<file path="src/rtl/wwm_pkg.sv">
// package: shared types, codes and constants of the waveform window measure
`timescale 1ns / 1ps
package wwm_pkg;

    // measure modes
    localparam logic [2:0] MODE_MAX   = 3'd0;
    localparam logic [2:0] MODE_MIN   = 3'd1;
    localparam logic [2:0] MODE_PP    = 3'd2;
    localparam logic [2:0] MODE_AVG   = 3'd3;
    localparam logic [2:0] MODE_RMS   = 3'd4;
    localparam logic [2:0] MODE_WHEN  = 3'd5;
    localparam logic [2:0] MODE_DELAY = 3'd6;

    // status codes
    localparam logic [2:0] ST_OK        = 3'd0;
    localparam logic [2:0] ST_NO_DATA   = 3'd1;
    localparam logic [2:0] ST_NO_CROSS  = 3'd2;
    localparam logic [2:0] ST_NO_TRIG   = 3'd3;
    localparam logic [2:0] ST_NO_TARGET = 3'd4;

    // register indexes
    localparam logic [2:0] CFG_MODE    = 3'd0;
    localparam logic [2:0] CFG_WSTART  = 3'd1;
    localparam logic [2:0] CFG_WEND    = 3'd2;
    localparam logic [2:0] CFG_LEVEL_A = 3'd3;
    localparam logic [2:0] CFG_EDGE_A  = 3'd4;
    localparam logic [2:0] CFG_CROSS_N = 3'd5;
    localparam logic [2:0] CFG_LEVEL_B = 3'd6;
    localparam logic [2:0] CFG_EDGE_B  = 3'd7;

    // edge filter bits
    localparam int EDGE_RISE_BIT = 0;
    localparam int EDGE_FALL_BIT = 1;

    // queue between front and back
    localparam int QDEPTH = 4;
    localparam int QAW    = $clog2(QDEPTH);
    localparam int QCW    = $clog2(QDEPTH + 1);

    // shared divider
    localparam int DIV_STEPS = 64;
    localparam int DIV_CW    = $clog2(DIV_STEPS + 1);

    localparam logic signed [63:0] S64_MAX = 64'sh7FFF_FFFF_FFFF_FFFF;
    localparam logic signed [63:0] S64_MIN = 64'sh8000_0000_0000_0000;

    typedef struct packed {
        logic [2:0]         mode;
        logic [31:0]        wstart;
        logic [31:0]        wend;
        logic signed [15:0] level_a;
        logic [1:0]         edge_a;
        logic [15:0]        cross_n;
        logic signed [15:0] level_b;
        logic [1:0]         edge_b;
    } t_cfg;

    typedef struct packed {
        logic [31:0]        t;
        logic signed [15:0] a;
        logic signed [15:0] b;
        logic               win;
        logic               last;
    } t_item;

    typedef struct packed {
        logic        start;
        logic [63:0] dividend;
        logic [32:0] divisor;
    } t_div_req;

    typedef struct packed {
        logic        done;
        logic [63:0] quot;
    } t_div_rsp;

    typedef enum logic [4:0] {
        S_IDLE, S_MUL1, S_MUL2, S_ACC, S_DA, S_WA, S_PB, S_DB, S_WB, S_UPD,
        S_FIN, S_DF, S_WF, S_SQ, S_RSQ, S_OUT
    } t_state;

    // segment p -> c crosses level under edge filter e
    function automatic logic crosses(logic signed [15:0] p, logic signed [15:0] c,
                                     logic signed [15:0] lvl, logic [1:0] e);
        logic up;
        logic dn;
        logic ok;
        up = (p <= lvl) && (c > lvl);
        dn = (p >= lvl) && (c < lvl);
        ok = 1'b1;
        if (e[EDGE_RISE_BIT] && !up) ok = 1'b0;
        if (e[EDGE_FALL_BIT] && !dn) ok = 1'b0;
        return ok && (up || dn);
    endfunction

    // magnitude of x - y
    function automatic logic [16:0] absdiff(logic signed [15:0] x, logic signed [15:0] y);
        logic signed [16:0] d;
        d = {x[15], x} - {y[15], y};
        return d[16] ? 17'(-d) : 17'(d);
    endfunction

endpackage

</file>
<file path="src/rtl/wwm_div.sv">
// shared restoring divider, one quotient bit per cycle
`timescale 1ns / 1ps
module wwm_div (
    input  logic              i_clk,
    input  logic              i_rst_n,
    input  wwm_pkg::t_div_req i_req,
    output wwm_pkg::t_div_rsp o_rsp
);
    import wwm_pkg::*;

    logic [63:0]       r_q;
    logic [32:0]       r_rem;
    logic [32:0]       r_den;
    logic [DIV_CW-1:0] r_cnt;
    logic              r_busy;
    logic              r_done;
    logic [33:0]       w_t;
    logic              w_ge;

    assign w_t  = {r_rem, r_q[63]};
    assign w_ge = (w_t >= {1'b0, r_den});

    // datapath
    always_ff @(posedge i_clk) begin
        if (i_req.start) begin
            r_q   <= i_req.dividend;
            r_rem <= '0;
            r_den <= i_req.divisor;
        end else if (r_busy) begin
            r_rem <= w_ge ? 33'(w_t - {1'b0, r_den}) : w_t[32:0];
            r_q   <= {r_q[62:0], w_ge};
        end
    end

    // step control
    always_ff @(posedge i_clk) begin
        if (!i_rst_n) begin
            r_busy <= 1'b0;
            r_done <= 1'b0;
            r_cnt  <= '0;
        end else begin
            r_done <= 1'b0;
            if (i_req.start) begin
                r_busy <= 1'b1;
                r_cnt  <= DIV_CW'(DIV_STEPS);
            end else if (r_busy) begin
                r_cnt <= r_cnt - 1'b1;
                if (r_cnt == DIV_CW'(1)) begin
                    r_busy <= 1'b0;
                    r_done <= 1'b1;
                end
            end
        end
    end

    assign o_rsp = '{done: r_done, quot: r_q};
endmodule

</file>
<file path="config.mk">
export PLATFORM = sky130hd
export DESIGN_NAME = wwm_div
export DESIGN_NICKNAME = d
export VERILOG_FILES = /design/src/rtl/wwm_pkg.sv /design/src/rtl/wwm_div.sv
export SDC_FILE = /design/constraint.sdc
export NUM_CORES = 1
export LEC_CHECK = 0
export ABC_AREA = 1
export BUFFER_PORTS_ARGS = -buffer_cell sky130_fd_sc_hd__buf_2
export CORE_ASPECT_RATIO = 1.1
export CORE_MARGIN = 3
export CORE_UTILIZATION = 62
export CTS_BUF_LIST = sky130_fd_sc_hd__clkbuf_8
export CTS_CLUSTER_SIZE = 14
export DETAILED_ROUTE_END_ITERATION = 8
export GPL_TIMING_DRIVEN = 0
export HOLD_SLACK_MARGIN = 0.15
export PLACE_DENSITY = 0.88
export SLEW_MARGIN = 20
export SYNTH_ARGS = -nofsm -noshare
export SYNTH_HDL_FRONTEND = slang
export SYNTH_SLANG_ARGS = --single-unit
</file>
<file path="constraint.sdc">
create_clock -name i_clk -period 6.05 [get_ports i_clk]
set_input_delay 0.605 -clock i_clk [delete_from_list [all_inputs] [get_ports i_clk]]
set_output_delay 0.605 -clock i_clk [all_outputs]
set_load 0.005 [all_outputs]
</file>
==> impl_results.md <==
- Status: completed
- Non-filler instance count after layout: 1554
- Worst Setup Start Kind: flip-flop
- CP max stage delay: 0.47 ns
- Worst Path Buf+Inv: 3
- Placed wire-length estimate: 17800 um
- Core region area: 13300 um2
- Clock Latency Late Sink: 0.48 ns
- Yosys cell types: 37
- Worst setup margin: 3.50 ns
- Dpl ws: 3.25 ns
- Synth Cell Area: 8480 um2
- Area contributors post-synth: edfxtp_1 34%, nand2_1 23%, dfxtp_1 9.9%
- Critical Path AT: 2.75 ns
- Vias per cell: 5.18
- Die span in x: 118 um
- Yosys warns: 0
- Area grow syn2layout: 17.9%
- Worst Tran Pin Value: 0.917 ns
- First-pass GRT wire length: 37700 um
- Initial core utilization: 63.9%
- Worst path cell trace: inv_1 -> ha_1 -> inv_1 -> fa_1 -> nand3_1 -> nand3_2 -> nand2_1 -> nand2_2 -> nand2_4 -> buf_2 -> a31oi_1
- Post-route setup TNS: 0 ns
- Worst hold path class: input port to flip-flop
- Number of sinks on the clock net: 139
- Fmax: 392 MHz
- RSZ-0062 raised after global routing: false
- I/O pin total: 165
- CP Capture Type: flip-flop
- Crit-path slowest cell: fa_1
- Most common cell on crit path: inv_1
- Crit-path leading delay family: simple AND/OR/NAND/NOR gates
- GRT Total Usage: 31.7%
- Hold buffers post-CTS: 0
- Clock buffer count from CTS: 17
- Number of flops mapped to enable cells by yosys: 97
- DR WL/cell: 15.2 um
- DRC Markers: 0
- Cell area power density: 229 nW/um2
- Syn Area/Cell: 7.23 um2
- Post-synth ARST share: 0%
- FF/Latch Area: 3750 um2
- Maximum vdd drop: 0.291 mV
- FF+latch count, synth: 139
- DRT Wirelength: 23600 um
- Post-CTS Resized: 0
- Die area: 15100 um2
- Iteration-0 DRC Markers: 488
- Worst reg2reg setup slack: 3.50 ns
- Antenna-violating nets left: 0
- Synth top area share: 34.3%
- Setup Crit Path Kind: flip-flop to flip-flop
- Final Hold Fails: 0
- I/O Buffers: 164
- # rows: 44
- Vias in the first global route: 7855
- H-tree lvl count: 4
- Die Y: 129 um
- Gpl congestion: 0.992
- Via count: 8056
- Max cap viols: 0
- Total power: 0.00229 W
- Fill cells: 1035
- Worst EP required: 6.25 ns
- Final setup violation count: 0
- Skew final: 0.0127 ns
- Clock tree root driver cell: clkbuf_8
- Syn nets: 1309
- Dominant synthesized flop cell: edfxtp_1
- DRT Pass-1 Iters: 5
- Clock tree buffer depth: 2
- Cell total after placement: 1522
- Initial antenna violation count: 0
- Max Slew Vio Count: 0
- Largest net degree at the start of global routing: 55
- Nets: 1493
- Mapped Cells: 1173
- Sequential-to-total area share from yosys stat: 44.3%
- Period utilization: 42.2%
- Crit path time final: 2.55 ns
- Multi-input gate area: 3840 um2
- Relative slew slack: 38.9%
- LEAKAGE: 5.42 nW
- Layout cells sized above 1: 17.2%
- Yosys top cell by area: edfxtp_1
- ANT cells: 0
- Crit path max fanout: 10
- Clock Pin Slew Worst Setup and Hold Paths: 0.09 ns
- # Post-CTS Setup Buffers: 0
- Remaining global-route overflow: 0
- CTS tree: yes
==> Yosys cell counts, types with 3 or more instances <==
master	count
nand2_1	519
inv_1	183
edfxtp_1	97
nand3_1	86
dfxtp_1	42
nor2_1	42
ha_1	35
a21oi_1	23
clkbuf_1	17
nand3b_1	14
xnor2_1	14
o21ai_1	10
and2_1	9
nand2_2	9
nor3_1	9
nand4_1	8
inv_2	7
buf_2	5
buf_6	5
nor2_2	5
o21ai_0	5
clkinv_1	4
o21bai_1	4
nor4_1	3
==> through the flow <==
step                cell area, um2  hold WS (ns)  utilization [%]
floorplan                     8480         0.437                -
global placement              9530         0.457             71.9
detailed placement            9560         0.458             72.1
CTS                          10000         0.288             75.3
global route                 10000         0.277             75.3
finish                       10000         0.300             75.3
==> layout by cell type (no fill, tap or decap), types with 3 or more instances in the layout <==
cell type,instances
clkbuf_1,16
a21oi_1,23
nor4_1,3
o21bai_1,4
nand2_2,9
clkinv_1,4
inv_6,3
buf_2,169
nor2_2,5
bufinv_16,4
xnor2_1,14
nand3b_1,14
nor3_1,9
o21ai_1,10
nor2_1,42
nand4_1,8
nand3_1,86
inv_2,7
inv_1,186
clkbuf_8,17
ha_1,35
dfxtp_1,42
edfxtp_1,97
clkinv_4,3
nand2_1,519
and2_1,9
buf_6,5
o21ai_0,5
==> per-layer routing <==
metal | wire length [um] | GRT usage, % | part of all wire, %
met5 | 0 | 0 | 0
met4 | 866 | 13.7 | 3.7
met3 | 2100 | 8.48 | 8.9
met2 | 11700 | 57.2 | 50
met1 | 8920 | 35.8 | 38
==> final timing paths <==
path | start | endpoint | cells past startpoint
worst min register to register | r_rem[32] | r_rem[32] | 2
worst min-delay path | i_req[20] | r_den[20] | 1
worst max-delay path | r_q[63] | r_q[0] | 11
worst max register to register | r_q[63] | r_q[0] | 11
==> power breakdown <==
| group | total (W) | switching (W) | internal [W] |
|---|---|---|---|
| registers | 0.00114 | 0.0000373 | 0.00110 |
| clock network | 0.000846 | 0.000396 | 0.000450 |
| logic | 0.000307 | 0.000188 | 0.000119 |
==> registers in the layout, summed over array words and instances, names as in the netlist <==
| name | flops |
|---|---|
| r_den | 33 |
| r_busy | 1 |
| r_q | 64 |
| r_cnt | 7 |
| r_done | 1 |
| r_rem | 33 |
==> logic make-up after synthesis <==
family | synth area share, %
simple gates | 35.3
flops | 44.3
buf+inv | 10.5
xor+xnor | 1.65
compound gates | 2.95
fa+ha+maj | 5.40
==> area by class of cell <==
class,instances,area share (%)
Clock inverter,15,1.99
Multi-Input combinational cell,810,38.4
Timing Repair Buffer,165,8.49
Clock buffer,17,2.34
Buffer,30,1.64
Tap cell,184,2.30
Sequential cell,139,37.5
Inverter,194,7.28
(Power assumes the default switching activity.)
