**config.mk**
```make
export PLATFORM = sky130hd
export DESIGN_NAME = wwm_front
export DESIGN_NICKNAME = d
export VERILOG_FILES = /design/src/rtl/wwm_pkg.sv /design/src/rtl/wwm_front.sv
export SDC_FILE = /design/constraint.sdc
export NUM_CORES = 1
export LEC_CHECK = 0
export ABC_AREA = 1
export BUFFER_PORTS_ARGS = -buffer_cell sky130_fd_sc_hd__buf_2
export CELL_PAD_IN_SITES_DETAIL_PLACEMENT = 1
export CELL_PAD_IN_SITES_GLOBAL_PLACEMENT = 2
export CORE_MARGIN = 5
export CORE_UTILIZATION = 36
export CTS_CLUSTER_SIZE = 40
export DETAILED_ROUTE_END_ITERATION = 7
export PLACE_DENSITY_LB_ADDON = 0.15
export SYNTH_ARGS = -nofsm -noshare
export SYNTH_HDL_FRONTEND = slang
export SYNTH_SLANG_ARGS = --single-unit
```
**constraint.sdc**
```tcl
create_clock -name i_clk -period 6.3 [get_ports i_clk]
set_input_delay 0.315 -clock i_clk [delete_from_list [all_inputs] [get_ports i_clk]]
set_output_delay 0.315 -clock i_clk [all_outputs]
set_load 0.01 [all_outputs]
```
**src/rtl/wwm_pkg.sv**
```systemverilog
// package: shared types, codes and constants of the waveform window measure
`timescale 1ns / 1ps
package wwm_pkg;

    // measure modes
    localparam logic [2:0] MODE_MAX   = 3'd0;
    localparam logic [2:0] MODE_MIN   = 3'd1;
    localparam logic [2:0] MODE_PP    = 3'd2;
    localparam logic [2:0] MODE_AVG   = 3'd3;
    localparam logic [2:0] MODE_RMS   = 3'd4;
    localparam logic [2:0] MODE_WHEN  = 3'd5;
    localparam logic [2:0] MODE_DELAY = 3'd6;

    // status codes
    localparam logic [2:0] ST_OK        = 3'd0;
    localparam logic [2:0] ST_NO_DATA   = 3'd1;
    localparam logic [2:0] ST_NO_CROSS  = 3'd2;
    localparam logic [2:0] ST_NO_TRIG   = 3'd3;
    localparam logic [2:0] ST_NO_TARGET = 3'd4;

    // register indexes
    localparam logic [2:0] CFG_MODE    = 3'd0;
    localparam logic [2:0] CFG_WSTART  = 3'd1;
    localparam logic [2:0] CFG_WEND    = 3'd2;
    localparam logic [2:0] CFG_LEVEL_A = 3'd3;
    localparam logic [2:0] CFG_EDGE_A  = 3'd4;
    localparam logic [2:0] CFG_CROSS_N = 3'd5;
    localparam logic [2:0] CFG_LEVEL_B = 3'd6;
    localparam logic [2:0] CFG_EDGE_B  = 3'd7;

    // edge filter bits
    localparam int EDGE_RISE_BIT = 0;
    localparam int EDGE_FALL_BIT = 1;

    // queue between front and back
    localparam int QDEPTH = 4;
    localparam int QAW    = $clog2(QDEPTH);
    localparam int QCW    = $clog2(QDEPTH + 1);

    // shared divider
    localparam int DIV_STEPS = 64;
    localparam int DIV_CW    = $clog2(DIV_STEPS + 1);

    localparam logic signed [63:0] S64_MAX = 64'sh7FFF_FFFF_FFFF_FFFF;
    localparam logic signed [63:0] S64_MIN = 64'sh8000_0000_0000_0000;

    typedef struct packed {
        logic [2:0]         mode;
        logic [31:0]        wstart;
        logic [31:0]        wend;
        logic signed [15:0] level_a;
        logic [1:0]         edge_a;
        logic [15:0]        cross_n;
        logic signed [15:0] level_b;
        logic [1:0]         edge_b;
    } t_cfg;

    typedef struct packed {
        logic [31:0]        t;
        logic signed [15:0] a;
        logic signed [15:0] b;
        logic               win;
        logic               last;
    } t_item;

    typedef struct packed {
        logic        start;
        logic [63:0] dividend;
        logic [32:0] divisor;
    } t_div_req;

    typedef struct packed {
        logic        done;
        logic [63:0] quot;
    } t_div_rsp;

    typedef enum logic [4:0] {
        S_IDLE, S_MUL1, S_MUL2, S_ACC, S_DA, S_WA, S_PB, S_DB, S_WB, S_UPD,
        S_FIN, S_DF, S_WF, S_SQ, S_RSQ, S_OUT
    } t_state;

    // segment p -> c crosses level under edge filter e
    function automatic logic crosses(logic signed [15:0] p, logic signed [15:0] c,
                                     logic signed [15:0] lvl, logic [1:0] e);
        logic up;
        logic dn;
        logic ok;
        up = (p <= lvl) && (c > lvl);
        dn = (p >= lvl) && (c < lvl);
        ok = 1'b1;
        if (e[EDGE_RISE_BIT] && !up) ok = 1'b0;
        if (e[EDGE_FALL_BIT] && !dn) ok = 1'b0;
        return ok && (up || dn);
    endfunction

    // magnitude of x - y
    function automatic logic [16:0] absdiff(logic signed [15:0] x, logic signed [15:0] y);
        logic signed [16:0] d;
        d = {x[15], x} - {y[15], y};
        return d[16] ? 17'(-d) : 17'(d);
    endfunction

endpackage

```
**src/rtl/wwm_front.sv**
```systemverilog
// front: accepts items, applies the time window and queues them for the back
`timescale 1ns / 1ps
module wwm_front (
    input  logic           i_clk,
    input  logic           i_rst_n,
    input  logic           i_valid,
    output logic           o_stall,
    input  logic [31:0]    i_sample_time,
    input  logic [15:0]    i_sample_a,
    input  logic [15:0]    i_sample_b,
    input  logic           i_last_sample,
    input  wwm_pkg::t_cfg  i_cfg,
    input  logic           i_pop,
    output logic           o_avail,
    output wwm_pkg::t_item o_head
);
    import wwm_pkg::*;

    t_item            r_q [QDEPTH];
    logic [QAW-1:0]   r_wr;
    logic [QAW-1:0]   r_rd;
    logic [QCW-1:0]   r_cnt;
    logic             w_acc;
    logic             w_push;
    logic             w_pop;
    logic             w_win;

    // window classification
    assign w_win  = (i_sample_time >= i_cfg.wstart) && (i_sample_time <= i_cfg.wend);
    assign o_stall = (r_cnt == QCW'(QDEPTH));
    assign w_acc  = i_valid && !o_stall;
    // items outside the window that close nothing are dropped here
    assign w_push = w_acc && (w_win || i_last_sample);
    assign o_avail = (r_cnt != '0);
    assign w_pop  = i_pop && o_avail;
    assign o_head = r_q[r_rd];

    // queue storage
    always_ff @(posedge i_clk) begin
        if (w_push) begin
            r_q[r_wr] <= '{t: i_sample_time, a: i_sample_a, b: i_sample_b,
                           win: w_win, last: i_last_sample};
        end
    end

    // queue pointers
    always_ff @(posedge i_clk) begin
        if (!i_rst_n) begin
            r_wr  <= '0;
            r_rd  <= '0;
            r_cnt <= '0;
        end else begin
            if (w_push) r_wr <= r_wr + 1'b1;
            if (w_pop)  r_rd <= r_rd + 1'b1;
            r_cnt <= r_cnt + QCW'(w_push) - QCW'(w_pop);
        end
    end

`ifndef SYNTHESIS
    a_cnt_bound: assert property (@(posedge i_clk) disable iff (!i_rst_n)
        r_cnt <= QCW'(QDEPTH)) else $error("queue count over depth");
    a_ptr_gap: assert property (@(posedge i_clk) disable iff (!i_rst_n)
        (r_cnt != QCW'(QDEPTH) && r_cnt != '0) |-> (r_wr != r_rd))
        else $error("queue pointers disagree with count");
    a_no_push_full: assert property (@(posedge i_clk) disable iff (!i_rst_n)
        (r_cnt == QCW'(QDEPTH) && !w_pop) |=> (r_cnt == QCW'(QDEPTH)))
        else $error("queue count moved while full");
`endif
endmodule

```
==> flow_metrics.tcl <==
set metrics [dict create \
    core_um2 32500 \
    rsz0062_at_grt "no" \
    min_path_type "in -> reg" \
    grt_max_degree 99 \
    antenna_cells 0 \
    netlist.area_leader.share_pct 66.9 \
    drt_pass1_iterations 4 \
    grt_use_total_pct 16.3 \
    port_buffers 200 \
    syn_avg_cell_area_um2 12.1 \
    drcViolationCount 0 \
    post-cts-setup-buffers 0 \
    p_leak_uw 0.00581 \
    tns_ps 0 \
    drt-total-wl_mm 30.2 \
    max_slew.worst_pin.slew_ps 1060 \
    syn-num-nets 1238 \
    switching_share_pct 30.1 \
    start_kind "primary input" \
    grt_pass1_vias 8383 \
    outcome "complete, no violations" \
    place_ws_ps 2720 \
    clkPwrFrac_pct 32.1 \
    synth_top_family_by_area "compound AO/OA/AOI/OAI gates" \
    antenna_found_initial 1 \
    slew_headroom_pct 29.3 \
    die-area_um2 36600 \
    path_cells "dlygate4sd3_1 -> buf_2 -> inv_1 -> ha_1 -> nand2_1 -> nand3_1 -> nand2_1 -> nand2_1 -> nand2_1 -> nand2_1 -> nand2_1 -> nand2_1 -> nand2_1 -> nand2_1 -> nand2_2 -> nand2_2 -> nand2_4 -> nor2_4 -> buf_12" \
    ys_ff_latch 273 \
    p_sw_uw 1470 \
    num_vias 8034 \
    yosys.area_share.simple_pct 8.43 \
    routed_via_density 4.78 \
    cp-end-kind "flop" \
    synth_compound_area_share_pct 11.1 \
    floorplan.die.width_um 191 \
    h-tree-depth 1 \
    synthArstFlopShare_pct 0 \
    slew_viol_final 0 \
    dp_hpwl_mm 19.0 \
    start_util_pct 36.4 \
    netlist_area_um2 11800 \
    drt_iter0_drc 308 \
    synthDistinctLibCells 26 \
    grt_pass1_wl_mm 46.5 \
    insertion_delay_ps 550 \
    seqCellArea_um2 8110 \
    ant_nets 0 \
    power_density_nw_per_um2 334 \
    synthAdderAreaFrac_pct 7.56 \
    post_cts_resized 0 \
    synth_commonest_cells "264 x edfxtp_1, 160 x nor2_1, 140 x o21ai_0" \
    synth_warnings 0 \
    cp.arrival_ps 3550 \
    ys.flop_type "edfxtp_1" \
    ir_worst_vdd_v 0.000229 \
    dp.cells 1587 \
    period_needed_ps 3320 \
    crit_top_cell "nand2_1" \
    cts.clk_slew.worst_paths_ps 60 \
    finalSetupViolCount 0 \
    layout_setup_ws_ps 2980 \
    synth_cells 979 \
    dpl_cell_area_um2 13400 \
    ys_seq_area_share_pct 68.4 \
    synthTopCellsByArea "edfxtp_1 67%, ha_1 7.4%, o21ai_0 5.9%" \
    gr-total-overflow 0 \
    cts_tree "built" \
    syn_to_final_growth_pct 23.5 \
    max_freq_ghz 0.301 \
    post_drt_wl_per_cell_um 18.0 \
    period_share_pct 52.7 \
    slowest_delay_ps 830 \
    pwr-share-seq_pct 44.9 \
    path_class "in -> reg" \
    multi_input_area_um2 3240 \
    yosysTopAreaCell "edfxtp_1" \
    gp_congestion 0.712 \
    required_ps 6520 \
    clkSinkCount 273 \
    p_int_uw 3410 \
    boundaryPins 256 \
    clock_skew_ps 10.4 \
    final_cells 1679 \
    hold_viol 0 \
    clockBufferDepth 3 \
    drive_above_1_share_pct 21.3 \
    row_count 66 \
    synthXorXnorAreaFrac_pct 0 \
    combPwrFrac_pct 23.0 \
    max-cap-violations 0 \
    die_h_um 191 \
    cts_root_buffer "clkbuf_16" \
    n_fill_cell 3555 \
    yosysMostFrequentCell "edfxtp_1" \
    critPathMaxFanout 37 \
    muxShareOfSynthArea_pct 0 \
    fin_nets 1472 \
    numCtsBuffers 30 \
    design_area_um2 14600 \
    slowest_stage "nor2_4" \
    synth_edf_count 264 \
]
-- cells in the final DEF (no fill, tap or decap), types with 3 or more instances in the layout --
cell type,instances
inv_1,93
edfxtp_1,264
clkbuf_1,12
nand3_1,4
clkinv_2,6
nor2_2,4
clkinv_1,6
dlygate4sd3_1,36
o21a_1,3
clkbuf_16,30
dfxtp_1,7
nor2_1,156
ha_1,70
buf_2,200
buf_4,4
buf_12,4
o22ai_1,66
nand4_1,4
nor2_4,4
nand2_1,78
o21ai_0,140
a21oi_1,31
-- routing by layer --
metal	up-vias	track usage, %	share of wire (%)	wire length, um
li1	3963	-	-	-
met1	3884	20.9	44	13200
met2	151	29.1	50	15100
met3	34	2.92	4.4	1320
met4	2	3.01	1.5	456
met5	-	0	0.043	13
-- power groups by stage --
stage | clock, uW | sequential, uW | combinational [uW]
after floorplan | 0 | 2210 | 659
after CTS | 1610 | 2190 | 1160
final | 1570 | 2190 | 1120
after global routing | 1700 | 2200 | 1270
after global placement | 0 | 2230 | 1120
after detailed placement | 0 | 2230 | 1140
-- state kept, by name, summed over array words and instances (netlist names), named ones only --
signal  count
r_rd        2
r_q       264
r_cnt       3
r_wr        2
-- per-stage QoR --
stage | hold slack [ps] | power, uW | utilization, %
2_1_floorplan | 413 | 2870 | -
3_3_place_gp | 448 | 3350 | 41.1
3_5_place_dp | 452 | 3370 | 41.1
4_1_cts | 0.556 | 4960 | 45.0
5_1_grt | 18.8 | 5170 | 45.0
6_report | 27.8 | 4880 | 45.0
-- worst paths after layout --
| check | from | cells after the start | slack (ps) | endpoint |
|---|---|---|---|---|
| worst max register to register | r_cnt[1] | 6 | 3710 | r_q[0][64] |
| worst max-delay path | i_sample_time[0] | 19 | 2980 | r_q[0][64] |
| worst min-delay path | i_sample_time[19] | 1 | 30 | r_q[0][53] |
| worst min register to register | r_rd[1] | 2 | 460 | flop |
-- repair_timing --
action                     in CTS  in global routing
hold buffers                   36                  0
setup endpoints to repair       0                  0
hold endpoints to repair      141                  0
-- cell type report --
type / count / area share, %
flip-flops and latches: 273 / 55.5
multi-input cells: 569 / 22.1
repair buffers: 244 / 10.1
clock buffers: 43 / 5.53
well taps: 442 / 3.78
inverters: 95 / 2.45
clock inverters: 13 / 0.565
-- worst max-delay path: cells and delay by family --
family	cells	cell delay, ps
adders and majority gates	1	280
buffers and inverters	4	1110
and+or+nand+nor	14	1810
-- cells by family (layout without fill, tap and decap cells) --
kind of cell    Yosys count  in the layout
compound gates          243            243
buf+inv                 137            395
simple gates            255            255
fa+ha+maj                71             71
flops                   273            273
No activity file was read; power rests on OpenSTA's default activity.
